[config.mk]
export PLATFORM = sky130hd
export DESIGN_NAME = three_axis_biquad_filter
export DESIGN_NICKNAME = d
export VERILOG_FILES = /design/src/sv/tabf_pkg.sv /design/src/sv/three_axis_biquad_filter.sv /design/src/sv/tabf_datapath.sv /design/src/sv/tabf_sequencer.sv
export VERILOG_INCLUDE_DIRS = /design/src /design/src/sv
export SDC_FILE = /design/constraint.sdc
export NUM_CORES = 2
export LEC_CHECK = 0
export ABC_AREA = 1
export BUFFER_PORTS_ARGS = -buffer_cell sky130_fd_sc_hd__buf_2
export CORE_ASPECT_RATIO = 0.6
export CORE_MARGIN = 1
export CORE_UTILIZATION = 58
export DETAILED_ROUTE_END_ITERATION = 12
export PLACE_DENSITY = 0.8
export SLEW_MARGIN = 0
export SYNTH_ARGS = -nofsm -noshare
export SYNTH_HDL_FRONTEND = slang
export SYNTH_SLANG_ARGS = --single-unit
[constraint.sdc]
create_clock -name clk -period 7.2 [get_ports clk]
set_input_delay 0.72 -clock clk [delete_from_list [all_inputs] [get_ports clk]]
set_output_delay 0.72 -clock clk [all_outputs]
set_load 0.005 [all_outputs]
[src/sv/three_axis_biquad_filter_macros.svh]
// assertion macros shared by the three-axis biquad filter rtl
// no dependencies; included by the modules that carry assertions
`ifndef THREE_AXIS_BIQUAD_FILTER_MACROS_SVH
`define THREE_AXIS_BIQUAD_FILTER_MACROS_SVH

// same-cycle implication, muted during reset
`define TABF_ASSERT_IMP(label, clk, rst_n, ante, cons) \
  label: assert property (@(posedge clk) disable iff (!rst_n) (ante) |-> (cons)) \
    else $error("tabf assertion failed: same-cycle implication");

// next-cycle implication, muted during reset
`define TABF_ASSERT_NXT(label, clk, rst_n, ante, cons) \
  label: assert property (@(posedge clk) disable iff (!rst_n) (ante) |=> (cons)) \
    else $error("tabf assertion failed: next-cycle implication");

`endif

[src/sv/tabf_pkg.sv]
// types, constants and microcode program of the three-axis biquad filter
// no dependencies; imported by every module of the block
`default_nettype none

package tabf_pkg;

  localparam int SAMPLE_WIDTH_DEF   = 16;
  localparam int COEF_FRAC_BITS_DEF = 16;
  localparam int STATE_WIDTH_DEF    = 40;
  localparam int COEF_W             = 20;
  localparam int NUM_AXES           = 3;
  localparam int NUM_COEFS          = 5;
  localparam int AXIS_W             = 2;
  localparam int CFG_INDEX_W        = 3;
  localparam int PC_W               = 4;
  localparam int UCODE_LEN          = 9;

  // coefficient select, also the configuration register index
  typedef enum logic [CFG_INDEX_W-1:0] {
    COEF_B0 = 3'd0,
    COEF_B1 = 3'd1,
    COEF_B2 = 3'd2,
    COEF_A1 = 3'd3,
    COEF_A2 = 3'd4
  } coef_sel_t;

  typedef enum logic {
    OPND_X = 1'b0,
    OPND_Y = 1'b1
  } opnd_sel_t;

  typedef enum logic [2:0] {
    ALU_NOP    = 3'd0,
    ALU_ACC_D1 = 3'd1,
    ALU_ROUND  = 3'd2,
    ALU_LOAD   = 3'd3,
    ALU_SUB    = 3'd4,
    ALU_UPD_D1 = 3'd5,
    ALU_UPD_D2 = 3'd6
  } alu_op_t;

  typedef enum logic [1:0] {
    SEQ_NEXT     = 2'd0,
    SEQ_JMP_AXIS = 2'd1,
    SEQ_FINISH   = 2'd2
  } seq_op_t;

  typedef enum logic {
    ST_IDLE = 1'b0,
    ST_RUN  = 1'b1
  } seq_state_t;

  typedef struct packed {
    logic            mul_en;
    coef_sel_t       coef_sel;
    opnd_sel_t       opnd_sel;
    alu_op_t         alu_op;
    seq_op_t         seq_op;
    logic [PC_W-1:0] target;
  } ucode_t;

  // control from sequencer to datapath
  typedef struct packed {
    logic              load_in;
    logic              load_out;
    logic              mul_en;
    coef_sel_t         coef_sel;
    opnd_sel_t         opnd_sel;
    alu_op_t           alu_op;
    logic [AXIS_W-1:0] axis;
  } dp_ctl_t;

  // one axis takes words 0..7, word 7 loops over the axes, word 8 hands off
  function automatic ucode_t ucode_rom(input logic [PC_W-1:0] pc);
    ucode_t w;
    w = '{mul_en: 1'b0, coef_sel: COEF_B0, opnd_sel: OPND_X, alu_op: ALU_NOP,
          seq_op: SEQ_NEXT, target: '0};
    case (pc)
      4'd0: begin
        w.mul_en = 1'b1; w.coef_sel = COEF_B0; w.opnd_sel = OPND_X;
      end
      4'd1: begin
        w.alu_op = ALU_ACC_D1;
      end
      4'd2: begin
        w.alu_op = ALU_ROUND;
        w.mul_en = 1'b1; w.coef_sel = COEF_B1; w.opnd_sel = OPND_X;
      end
      4'd3: begin
        w.alu_op = ALU_LOAD;
        w.mul_en = 1'b1; w.coef_sel = COEF_A1; w.opnd_sel = OPND_Y;
      end
      4'd4: begin
        w.alu_op = ALU_SUB;
        w.mul_en = 1'b1; w.coef_sel = COEF_B2; w.opnd_sel = OPND_X;
      end
      4'd5: begin
        w.alu_op = ALU_UPD_D1;
      end
      4'd6: begin
        w.alu_op = ALU_LOAD;
        w.mul_en = 1'b1; w.coef_sel = COEF_A2; w.opnd_sel = OPND_Y;
      end
      4'd7: begin
        w.alu_op = ALU_UPD_D2;
        w.seq_op = SEQ_JMP_AXIS; w.target = '0;
      end
      default: begin
        w.seq_op = SEQ_FINISH;
      end
    endcase
    return w;
  endfunction

endpackage

`default_nettype wire

[src/sv/three_axis_biquad_filter.sv]
// top level of the three-axis biquad filter (transposed direct form ii)
// depends on tabf_pkg, tabf_sequencer and tabf_datapath
//
//   channel | handshake             | payload
//   --------+-----------------------+-------------------------------------------
//   in      | in_valid / in_ready   | in_sample_x/y/z, in_block_end
//   out     | out_valid / out_ready | out_filtered_x/y/z, out_block_end_out
//   cfg     | cfg_valid / cfg_ready | cfg_index (coef b0 b1 b2 a1 a2), cfg_data
//
// each item is accepted in the idle state, then runs eight microcode steps per axis on
// the single shared multiplier and adder, and one hand-off step to the output register
// synchronous active-low reset clears coefficients, delay words and sequencer state
// the next item is accepted while the last result waits; only the hand-off step stalls
// on a full output register, and cfg writes are taken whenever no item is in progress
`default_nettype none

module three_axis_biquad_filter #(
  parameter int SAMPLE_WIDTH   = tabf_pkg::SAMPLE_WIDTH_DEF,
  parameter int COEF_FRAC_BITS = tabf_pkg::COEF_FRAC_BITS_DEF,
  parameter int STATE_WIDTH    = tabf_pkg::STATE_WIDTH_DEF
) (
  input  wire                                    clk,
  input  wire                                    rst_n,
  // input items
  input  wire                                    in_valid,
  output logic                                   in_ready,
  input  wire signed [SAMPLE_WIDTH-1:0]          in_sample_x,
  input  wire signed [SAMPLE_WIDTH-1:0]          in_sample_y,
  input  wire signed [SAMPLE_WIDTH-1:0]          in_sample_z,
  input  wire                                    in_block_end,
  // result items
  output logic                                   out_valid,
  input  wire                                    out_ready,
  output logic signed [SAMPLE_WIDTH-1:0]         out_filtered_x,
  output logic signed [SAMPLE_WIDTH-1:0]         out_filtered_y,
  output logic signed [SAMPLE_WIDTH-1:0]         out_filtered_z,
  output logic                                   out_block_end_out,
  // coefficient writes
  input  wire                                    cfg_valid,
  output logic                                   cfg_ready,
  input  wire        [tabf_pkg::CFG_INDEX_W-1:0] cfg_index,
  input  wire signed [tabf_pkg::COEF_W-1:0]      cfg_data
);
  import tabf_pkg::*;

  dp_ctl_t ctl;
  logic    busy;
  logic    cfg_wr;

  // coefficients only move between items, so the delay clear never races the program
  assign cfg_ready = !busy;
  assign cfg_wr    = cfg_valid && cfg_ready;

  tabf_sequencer u_seq (
    .clk       (clk),
    .rst_n     (rst_n),
    .in_valid  (in_valid),
    .in_ready  (in_ready),
    .out_valid (out_valid),
    .out_ready (out_ready),
    .busy      (busy),
    .ctl       (ctl)
  );

  // shared multiplier, saturating adder, coefficient and delay registers
  tabf_datapath #(
    .SAMPLE_WIDTH   (SAMPLE_WIDTH),
    .COEF_FRAC_BITS (COEF_FRAC_BITS),
    .STATE_WIDTH    (STATE_WIDTH)
  ) u_dp (
    .clk               (clk),
    .rst_n             (rst_n),
    .ctl               (ctl),
    .cfg_wr            (cfg_wr),
    .cfg_index         (cfg_index),
    .cfg_data          (cfg_data),
    .in_sample_x       (in_sample_x),
    .in_sample_y       (in_sample_y),
    .in_sample_z       (in_sample_z),
    .in_block_end      (in_block_end),
    .out_filtered_x    (out_filtered_x),
    .out_filtered_y    (out_filtered_y),
    .out_filtered_z    (out_filtered_z),
    .out_block_end_out (out_block_end_out)
  );

endmodule

`default_nettype wire

[src/sv/tabf_datapath.sv]
// datapath of the biquad filter: coefficients, delay words, one multiplier, one adder
// depends on tabf_pkg; driven by tabf_sequencer through a dp_ctl_t word
`default_nettype none

module tabf_datapath #(
  parameter int SAMPLE_WIDTH   = tabf_pkg::SAMPLE_WIDTH_DEF,
  parameter int COEF_FRAC_BITS = tabf_pkg::COEF_FRAC_BITS_DEF,
  parameter int STATE_WIDTH    = tabf_pkg::STATE_WIDTH_DEF
) (
  input  wire                                   clk,
  input  wire                                   rst_n,
  input  tabf_pkg::dp_ctl_t                     ctl,
  input  wire                                   cfg_wr,
  input  wire        [tabf_pkg::CFG_INDEX_W-1:0] cfg_index,
  input  wire signed [tabf_pkg::COEF_W-1:0]     cfg_data,
  input  wire signed [SAMPLE_WIDTH-1:0]         in_sample_x,
  input  wire signed [SAMPLE_WIDTH-1:0]         in_sample_y,
  input  wire signed [SAMPLE_WIDTH-1:0]         in_sample_z,
  input  wire                                   in_block_end,
  output logic signed [SAMPLE_WIDTH-1:0]        out_filtered_x,
  output logic signed [SAMPLE_WIDTH-1:0]        out_filtered_y,
  output logic signed [SAMPLE_WIDTH-1:0]        out_filtered_z,
  output logic                                  out_block_end_out
);
  import tabf_pkg::*;

  localparam int PROD_W = COEF_W + SAMPLE_WIDTH;
  localparam int ACC_W  = (STATE_WIDTH > PROD_W + 1) ? STATE_WIDTH : PROD_W + 1;
  localparam int SUM_W  = ACC_W + 1;
  localparam int RW     = (STATE_WIDTH > SAMPLE_WIDTH) ? STATE_WIDTH : SAMPLE_WIDTH;

  localparam logic signed [SUM_W-1:0] ST_MAX = SUM_W'({1'b0, {(STATE_WIDTH-1){1'b1}}});
  localparam logic signed [SUM_W-1:0] ST_MIN = ~ST_MAX;
  localparam logic signed [SUM_W-1:0] HALF   = SUM_W'(1) << (COEF_FRAC_BITS - 1);
  localparam logic signed [RW-1:0]    SM_MAX = RW'({1'b0, {(SAMPLE_WIDTH-1){1'b1}}});
  localparam logic signed [RW-1:0]    SM_MIN = ~SM_MAX;

  function automatic logic signed [STATE_WIDTH-1:0] sat_state(
    input logic signed [SUM_W-1:0] v
  );
    logic signed [SUM_W-1:0] c;
    c = v;
    if (v > ST_MAX) c = ST_MAX;
    else if (v < ST_MIN) c = ST_MIN;
    return STATE_WIDTH'(c);
  endfunction

  logic signed [COEF_W-1:0]       coef_r [NUM_COEFS];
  logic signed [COEF_W-1:0]       coef_nxt [NUM_COEFS];
  logic signed [STATE_WIDTH-1:0]  d1_r [NUM_AXES];
  logic signed [STATE_WIDTH-1:0]  d1_nxt [NUM_AXES];
  logic signed [STATE_WIDTH-1:0]  d2_r [NUM_AXES];
  logic signed [STATE_WIDTH-1:0]  d2_nxt [NUM_AXES];
  logic signed [SAMPLE_WIDTH-1:0] x_r [NUM_AXES];
  logic signed [SAMPLE_WIDTH-1:0] x_nxt [NUM_AXES];
  logic signed [SAMPLE_WIDTH-1:0] y_r [NUM_AXES];
  logic signed [SAMPLE_WIDTH-1:0] y_nxt [NUM_AXES];
  logic                           be_r, be_nxt;
  logic signed [PROD_W-1:0]       prod_r, prod_nxt;
  logic signed [ACC_W-1:0]        t_r, t_nxt;
  logic signed [SAMPLE_WIDTH-1:0] ofx_r, ofx_nxt, ofy_r, ofy_nxt, ofz_r, ofz_nxt;
  logic                           obe_r, obe_nxt;

  logic signed [COEF_W-1:0]       mul_a;
  logic signed [SAMPLE_WIDTH-1:0] mul_b;
  logic signed [SUM_W-1:0]        prod_ext, t_ext, d1_ext, d2_ext, rnd_sum;
  logic signed [STATE_WIDTH-1:0]  rnd_sat;
  logic signed [RW-1:0]           rnd_shr;
  logic signed [SAMPLE_WIDTH-1:0] rnd_y;

  // operand selection for the shared multiplier
  always_comb begin
    unique case (ctl.coef_sel)
      COEF_B0: mul_a = coef_r[0];
      COEF_B1: mul_a = coef_r[1];
      COEF_B2: mul_a = coef_r[2];
      COEF_A1: mul_a = coef_r[3];
      COEF_A2: mul_a = coef_r[4];
      default: mul_a = '0;
    endcase
    mul_b = (ctl.opnd_sel == OPND_Y) ? y_r[ctl.axis] : x_r[ctl.axis];
  end

  // round half up, saturate, then clamp to the sample range
  always_comb begin
    prod_ext = SUM_W'(prod_r);
    t_ext    = SUM_W'(t_r);
    d1_ext   = SUM_W'(d1_r[ctl.axis]);
    d2_ext   = SUM_W'(d2_r[ctl.axis]);
    rnd_sum  = t_ext + HALF;
    rnd_sat  = sat_state(rnd_sum);
    rnd_shr  = RW'(rnd_sat) >>> COEF_FRAC_BITS;
    if (rnd_shr > SM_MAX) rnd_y = SAMPLE_WIDTH'(SM_MAX);
    else if (rnd_shr < SM_MIN) rnd_y = SAMPLE_WIDTH'(SM_MIN);
    else rnd_y = SAMPLE_WIDTH'(rnd_shr);
  end

  always_comb begin
    coef_nxt = coef_r;
    d1_nxt   = d1_r;
    d2_nxt   = d2_r;
    x_nxt    = x_r;
    y_nxt    = y_r;
    be_nxt   = be_r;
    prod_nxt = prod_r;
    t_nxt    = t_r;
    ofx_nxt  = ofx_r;
    ofy_nxt  = ofy_r;
    ofz_nxt  = ofz_r;
    obe_nxt  = obe_r;

    if (ctl.load_in) begin
      x_nxt[0] = in_sample_x;
      x_nxt[1] = in_sample_y;
      x_nxt[2] = in_sample_z;
      be_nxt   = in_block_end;
    end

    if (ctl.mul_en) prod_nxt = mul_a * mul_b;

    case (ctl.alu_op)
      ALU_ACC_D1: t_nxt = ACC_W'(sat_state(prod_ext + d1_ext));
      ALU_ROUND:  y_nxt[ctl.axis] = rnd_y;
      ALU_LOAD:   t_nxt = ACC_W'(prod_r);
      ALU_SUB:    t_nxt = ACC_W'(t_ext - prod_ext);
      ALU_UPD_D1: d1_nxt[ctl.axis] = sat_state(t_ext + d2_ext);
      ALU_UPD_D2: d2_nxt[ctl.axis] = sat_state(t_ext - prod_ext);
      default: ;
    endcase

    if (ctl.load_out) begin
      ofx_nxt = y_r[0];
      ofy_nxt = y_r[1];
      ofz_nxt = y_r[2];
      obe_nxt = be_r;
    end

    // a coefficient write clears every delay word
    if (cfg_wr) begin
      unique case (coef_sel_t'(cfg_index))
        COEF_B0: coef_nxt[0] = cfg_data;
        COEF_B1: coef_nxt[1] = cfg_data;
        COEF_B2: coef_nxt[2] = cfg_data;
        COEF_A1: coef_nxt[3] = cfg_data;
        COEF_A2: coef_nxt[4] = cfg_data;
        default: ;
      endcase
      if (cfg_index < CFG_INDEX_W'(NUM_COEFS)) begin
        for (int i = 0; i < NUM_AXES; i++) begin
          d1_nxt[i] = '0;
          d2_nxt[i] = '0;
        end
      end
    end
  end

  always_ff @(posedge clk) begin
    if (!rst_n) begin
      for (int i = 0; i < NUM_COEFS; i++) coef_r[i] <= '0;
      for (int i = 0; i < NUM_AXES; i++) begin
        d1_r[i] <= '0;
        d2_r[i] <= '0;
      end
    end else begin
      coef_r <= coef_nxt;
      d1_r   <= d1_nxt;
      d2_r   <= d2_nxt;
    end
  end

  always_ff @(posedge clk) begin
    x_r    <= x_nxt;
    y_r    <= y_nxt;
    be_r   <= be_nxt;
    prod_r <= prod_nxt;
    t_r    <= t_nxt;
    ofx_r  <= ofx_nxt;
    ofy_r  <= ofy_nxt;
    ofz_r  <= ofz_nxt;
    obe_r  <= obe_nxt;
  end

  assign out_filtered_x    = ofx_r;
  assign out_filtered_y    = ofy_r;
  assign out_filtered_z    = ofz_r;
  assign out_block_end_out = obe_r;

endmodule

`default_nettype wire

[src/sv/tabf_sequencer.sv]
// microcode sequencer: step counter, axis loop, handshakes and output valid
// depends on tabf_pkg and three_axis_biquad_filter_macros.svh
`default_nettype none
`include "three_axis_biquad_filter_macros.svh"

module tabf_sequencer (
  input  wire                clk,
  input  wire                rst_n,
  input  wire                in_valid,
  output logic               in_ready,
  output logic               out_valid,
  input  wire                out_ready,
  output logic               busy,
  output tabf_pkg::dp_ctl_t  ctl
);
  import tabf_pkg::*;

  localparam logic [AXIS_W-1:0] LAST_AXIS = AXIS_W'(NUM_AXES - 1);

  seq_state_t        state_r, state_nxt;
  logic [PC_W-1:0]   pc_r, pc_nxt;
  logic [AXIS_W-1:0] axis_r, axis_nxt;
  logic              out_valid_r, out_valid_nxt;
  ucode_t            word;

  always_ff @(posedge clk) begin
    if (!rst_n) begin
      state_r     <= ST_IDLE;
      pc_r        <= '0;
      axis_r      <= '0;
      out_valid_r <= 1'b0;
    end else begin
      state_r     <= state_nxt;
      pc_r        <= pc_nxt;
      axis_r      <= axis_nxt;
      out_valid_r <= out_valid_nxt;
    end
  end

  always_comb begin
    word          = ucode_rom(pc_r);
    state_nxt     = state_r;
    pc_nxt        = pc_r;
    axis_nxt      = axis_r;
    out_valid_nxt = out_valid_r && !out_ready;
    ctl           = '0;
    ctl.axis      = axis_r;

    unique case (state_r)
      ST_IDLE: begin
        if (in_valid) begin
          ctl.load_in = 1'b1;
          state_nxt   = ST_RUN;
          pc_nxt      = '0;
          axis_nxt    = '0;
        end
      end
      ST_RUN: begin
        ctl.mul_en   = word.mul_en;
        ctl.coef_sel = word.coef_sel;
        ctl.opnd_sel = word.opnd_sel;
        ctl.alu_op   = word.alu_op;
        unique case (word.seq_op)
          SEQ_NEXT: pc_nxt = PC_W'(pc_r + 1'b1);
          SEQ_JMP_AXIS: begin
            if (axis_r != LAST_AXIS) begin
              pc_nxt   = word.target;
              axis_nxt = AXIS_W'(axis_r + 1'b1);
            end else begin
              pc_nxt = PC_W'(pc_r + 1'b1);
            end
          end
          SEQ_FINISH: begin
            // wait here while the previous result is still unclaimed
            if (!out_valid_r || out_ready) begin
              ctl.load_out  = 1'b1;
              out_valid_nxt = 1'b1;
              state_nxt     = ST_IDLE;
            end
          end
          default: state_nxt = ST_IDLE;
        endcase
      end
      default: state_nxt = ST_IDLE;
    endcase
  end

  assign in_ready  = (state_r == ST_IDLE);
  assign busy      = (state_r == ST_RUN);
  assign out_valid = out_valid_r;

  `TABF_ASSERT_NXT(a_start_at_top, clk, rst_n, in_valid && in_ready, state_r == ST_RUN && pc_r == '0 && axis_r == '0)
  `TABF_ASSERT_IMP(a_pc_in_program, clk, rst_n, state_r == ST_RUN, pc_r < PC_W'(UCODE_LEN))
  `TABF_ASSERT_IMP(a_axis_in_range, clk, rst_n, state_r == ST_RUN, axis_r <= LAST_AXIS)
  `TABF_ASSERT_IMP(a_no_overwrite, clk, rst_n, ctl.load_out, !out_valid_r || out_ready)

endmodule

`default_nettype wire

After elaboration in Yosys (flattened, before gate mapping) --
Index checks and enable logic that the tools add are counted.
Storage, ports and cells: flip-flop bits (word level) 570
Cells by class: $lt $le $gt $ge 13, bitwise logic cells 2, $mul 1, mux-type cells 62, add/subtract/negate cells 6, equality and inequality tests 28, reductions and logical operators 22
Operators with widths (number):
- 120-bit 2-to-1 mux | 6
- 40-bit 2-to-1 mux | 15
- 120-bit bitwise mux | 2
- 41-bit by 40-bit > comparator with 1-bit output, second input constant | 4
- 41-bit by 40-bit < comparator with 1-bit output, second input constant | 4
- 40-bit binary-select mux with 2-bit select | 2
- 16-bit 2-to-1 mux | 8
- 40-bit one-hot mux with 3 select lines | 1
- 20-bit one-hot mux with 5 select lines | 1
- 40-bit demux with 2-bit select | 1
- 16-bit binary-select mux with 2-bit select | 2
- 48-bit bitwise mux | 1
- 36-bit by 40-bit adder with 41-bit output | 1
- 40-bit by 17-bit adder with 41-bit output, second input constant | 1
- 40-bit by 40-bit adder with 41-bit output | 1
- 40-bit by 36-bit subtractor with 41-bit output | 1
- 20-bit by 16-bit multiplier with 36-bit output | 1
- 16-bit demux with 2-bit select | 1
- 5-bit one-hot mux with 5 select lines | 1
- 24-bit by 16-bit > comparator with 1-bit output, second input constant | 1
- 24-bit by 16-bit < comparator with 1-bit output, second input constant | 1
- 3-bit by 2-bit equality test with 1-bit output, second input constant | 6
- 3-bit one-hot mux with 6 select lines | 1
- 4-bit by 3-bit equality test with 1-bit output, second input constant | 4
- 33 further kinds | 67

Logic depth before layout (Yosys ltp) --
depth in word-level cells 13, depth in mapped cells 37, depth with buffers taken out 36

Hierarchy --
Synthesis repeated with hierarchy kept, for this count alone.
Unflattened totals: cells, all modules 6330, area, all modules 46032.9 um2
Modules (own cells, without submodules):
- tabf_datapath | area each 45376.0 um2, sequential area each 13472.9 um2, cells each 6230, instances 1
- tabf_sequencer | area each 643.1 um2, sequential area each 160.2 um2, cells each 97, instances 1
- three_axis_biquad_filter | area each 13.8 um2, sequential area each 0.0 um2, cells each 3, instances 1

Worst setup path after synthesis --
OpenSTA, ideal clock, no wires.
path type register to register, start point reg u_seq.pc_r[0], end point reg u_dp.prod_r[35] (data pin), path buffers 1, path slack 0.061 ns, data arrival time 6.877 ns, library setup time 0.262 ns, cell stages (with the launch flop) 32, clock period less this slack 7.139 ns, path through dfxtp_1 inv_1 ha_1 inv_1 a21oi_1 nand2_1 nor2_2 nor3_4 buf_2 a22oi_1 nand2_2 inv_2 nor2_1 inv_2 fa_1 inv_1 fa_1 fa_1 fa_1 fa_1 inv_1 fa_1 inv_1 ha_1 nand2_1 nor3_1 nand3_1 nand3_1 nand2_1 o211ai_1 a21oi_1 xor2_1
Between the ends: cells in the longest elaborated chain, start to end 6, elaborated cells on any way between the ends 15, those cells by class mul: 1; eq/ne: 8; mux: 4; reduce/logical: 2
RTL lines:
- start, declared | RTL line tabf_sequencer.sv:21 | logic [PC_W-1:0] pc_r, pc_nxt;
- start signal, assigned | RTL line tabf_sequencer.sv:34 | pc_r <= pc_nxt;
- 4-bit by 3-bit equality test with 1-bit output, or another cell as far along | RTL line tabf_pkg.sv:78 | case (pc)
- 5-bit one-hot mux with 5 select lines (*) | RTL line tabf_pkg.sv:78
- 9-bit 2-to-1 mux (*) | RTL line tabf_sequencer.sv:49 | unique case (state_r)
- 3-bit equality test, or another cell as far along | RTL line tabf_datapath.sv:73 | unique case (ctl.coef_sel)
- 20-bit one-hot mux with 5 select lines | RTL line tabf_datapath.sv:73
- 20-bit by 16-bit multiplier with 36-bit output (*) | RTL line tabf_datapath.sv:119 | if (ctl.mul_en) prod_nxt = mul_a * mul_b;
- end signal, assigned | RTL line tabf_datapath.sv:175 | prod_r <= prod_nxt;
- end, declared | RTL line tabf_datapath.sv:59 | logic signed [PROD_W-1:0] prod_r, prod_nxt;
Every way passes the cells marked *; elsewhere a longest branch is shown, timed or not. A chain may end at the register's enable or synchronous reset.

Final worst setup path --
Same ends and word-level chain as after synthesis.

==> impl_metrics.ini <==
[status]
status = finished with violations
violations = setup timing

[power_and_ir_drop]
pwr_density_cell_nw_per_um2 = 208.4
p_total_mw = 11.24
leakagePower_nw = 25.71
ir_drop_uv = 201.3

[timing]
worst_slew_pin_slew_ns = 1.174
fin_crit_ns = 7.398
fin_crit_sh_pct = 102.7
slew_headroom_pct = 21.74
timing.fmax_mhz = 135.2
report.final.slew_viol_count = 0
setup_ws_ns = -0.1976
clock_skew_ns = 0.02957
setup_viol = 8
rsz0062_at_grt = yes
hold_violations = 0

[global_routing]
grt_pass1_wl_mm = 251.3
first_global_vias = 41140
grt_util_all_layers_pct = 40.59
grt_max_degree = 168
grt_overflow_total = 0
antenna_found_initial = 6

[routing]
first_iter_violations = 6892
top_layer_used = met5
first_pass_iters = 6
dr_wl_met2_mm = 63.11
wl_met1_mm = 74.79
drc_errors = 0
viasPerCell = 5.850
wirelength_mm = 171.7
wl_per_cell_um = 22.12
route.met3.wl_mm = 30.62
antenna_left = 0
num_vias = 45410

[clock_tree]
cts_tree = yes
cts_sinks = 570
cts_buffers = 55
clk_pin_slew_ns = 0.08
cts.path.max_buffers = 3
cts.htree.levels = 2
cts-root-buf = clkbuf_16
clock_latency_ns = 0.67

[layout]
syn2layout_area_growth_pct = 16.19
fill_cells = 6465
fin_area_um2 = 53970
drive_above_1_share_pct = 15.41
nets = 7275
multi_input_area_um2 = 28220
ff_latch_area_um2 = 13650

[die]
die_h_um = 221.2
rows = 79
start_util_pct = 59.26
core_um2 = 78380
die-area_um2 = 81260
io_pins = 129
die_x_um = 367.3

[synthesis]
ys_ff_latch = 570
synth_area_leaders = dfxtp_1, edfxtp_1, fa_1
syn_area_per_cell_um2 = 7.340
ys.flop_type = dfxtp_1
synth_cell_types = 65
yosysTopAreaCellShare_pct = 15.00
synth_area_um2 = 46450
yosysTopAreaCell = dfxtp_1
yosysWarnings = 0
syn_inst = 6328
synth_fp_nets = 6945
yosysSeqAreaShare_pct = 29.35
async_flop_share_pct = 0
synth-edff-count = 222

[setup_path]
reg2reg_setup_slack_ns = -0.20
end_kind = register
crit_slowest_cell = fa_2
path_max_fanout = 7
critPathLaunchType = register
path_class = reg -> reg
cp.required_ns = 7.60
critical-path-max-stage-delay_ns = 0.60
critPathArrivalTime_ns = 7.80

[placement]
dpl_cell_area_um2 = 50200
dp_hpwl_mm = 130.8
port_buffers = 128
gp_congestion = 1.109

[hold_path]
hold_path_class = in -> reg

[run]
drv_cap = 0
[state kept, by name, indices dropped and copies added, names as in the netlist, 2 cells and up]
signal / flops
u_dp.coef_r: 100
u_dp.d1_r: 120
u_dp.d2_r: 120
u_dp.out_filtered_x: 16
u_dp.out_filtered_y: 16
u_dp.out_filtered_z: 16
u_dp.prod_r: 36
u_dp.t_r: 40
u_dp.x_r: 48
u_dp.y_r: 48
u_seq.axis_r: 2
u_seq.pc_r: 4
[layout by cell type (no fill, tap or decap), types with 62 or more instances in the layout]
master and instances:
xor2_1 104, o21ai_0 321, inv_1 1142, buf_2 128, nand2_1 1314, buf_4 328
inv_2 66, nor2_1 654, nand3_2 62, dfxtp_1 342, edfxtp_1 222, ha_1 194
o22ai_1 81, fa_1 303, a21oi_1 404, nand3_1 297
[logic make-up after synthesis]
family | after synthesis | share of synthesized area, %
compound gates | 1045 | 12.61
xor+xnor | 149 | 2.826
fa+ha+maj | 540 | 19.73
buf+inv | 1474 | 12.40
flops | 570 | 29.35
mux | 1 | 0.02424
simple gates | 2549 | 23.06
[Yosys cell counts, types with 12 or more instances]
cell,number
nand3_2,55
nor3_1,35
ha_1,219
nor2_2,14
a22oi_1,26
xnor2_1,44
xor2_1,104
o21ai_0,338
nand4_1,22
a31oi_1,33
inv_1,1166
inv_2,60
nand2_2,39
o22ai_1,81
dfxtp_1,348
nor2_1,690
nand2_1,1338
a21oi_1,435
edfxtp_1,222
buf_2,61
o21a_1,14
clkbuf_1,157
a21o_1,28
o21ai_1,12
fa_1,321
nand3_1,308
[routing by layer]
layer  track usage (%)  vias up
li1                  -    20560
met1             64.03    21500
met2             49.98     3070
met3             17.92      281
met4             6.478        2
met5            0.8741        -
[path summary, 6_finish.rpt]
| check | start | depth (start not counted) | to |
|---|---|---|---|
| max | u_seq.pc_r[0]$_SDFFE_PN0P_ | 35 | u_dp.prod_r[35]$_DFFE_PP_ |
| min | in_sample_x[1] | 1 | u_dp.x_r[33]$_DFFE_PP_ |
| min reg2reg | u_dp.be_r$_DFFE_PP_ | 0 | u_dp.out_block_end_out$_DFFE_PP_ |
| max reg2reg | u_seq.pc_r[0]$_SDFFE_PN0P_ | 35 | u_dp.prod_r[35]$_DFFE_PP_ |
[repair_timing]
action | in CTS | in global routing
buffers inserted | 16 | 42
hold buffers | 0 | 0
gates resized for setup | 122 | 199
setup endpoints to repair | 23 | 23
gates cloned | 2 | 1
pin swaps | 40 | 87
[per-stage QoR]
step / instances / TNS (ns) / hold WS, ns / worst slack [ns] / utilization, %
final: 7762 / -1.146 / 0.2200 / -0.1976 / 68.85
after global routing: 7758 / -3.706 / 0.2142 / -0.3998 / 68.84
after CTS: 7718 / -0.4578 / 0.2115 / -0.1011 / 67.47
after detailed placement: 7596 / -5.854 / 0.4142 / -0.4622 / 64.04
after global placement: 7596 / -2.871 / 0.4069 / -0.2994 / 64.04
after floorplan: 6328 / 0 / 0.4003 / 0.06094 / -
[where the power goes]
group / switching [mW] / total (mW) / internal, mW
sequential: 0.207 / 3.74 / 3.54
clock: 1.42 / 3.26 / 1.83
combinational: 2.87 / 4.25 / 1.38
[layout make-up]
cell class	count	share of cell area [%]
well taps	1053	2.441
clock inverters	31	0.8485
flip-flops and latches	570	25.29
multi-input cells	4284	52.29
diodes	4	0.01855
clock buffers	73	2.824
inverters	1228	8.652
repair buffers	519	7.630
[critical path: cells and delay by family, from the launching register on]
family | cells | cell delay (ns)
simple gates | 9 | 0.83
fa+ha+maj | 8 | 3.61
buf+inv | 13 | 1.40
xor+xnor | 1 | 0.15
compound gates | 4 | 0.75
flops | 1 | 0.37
(Power assumes the default switching activity.)
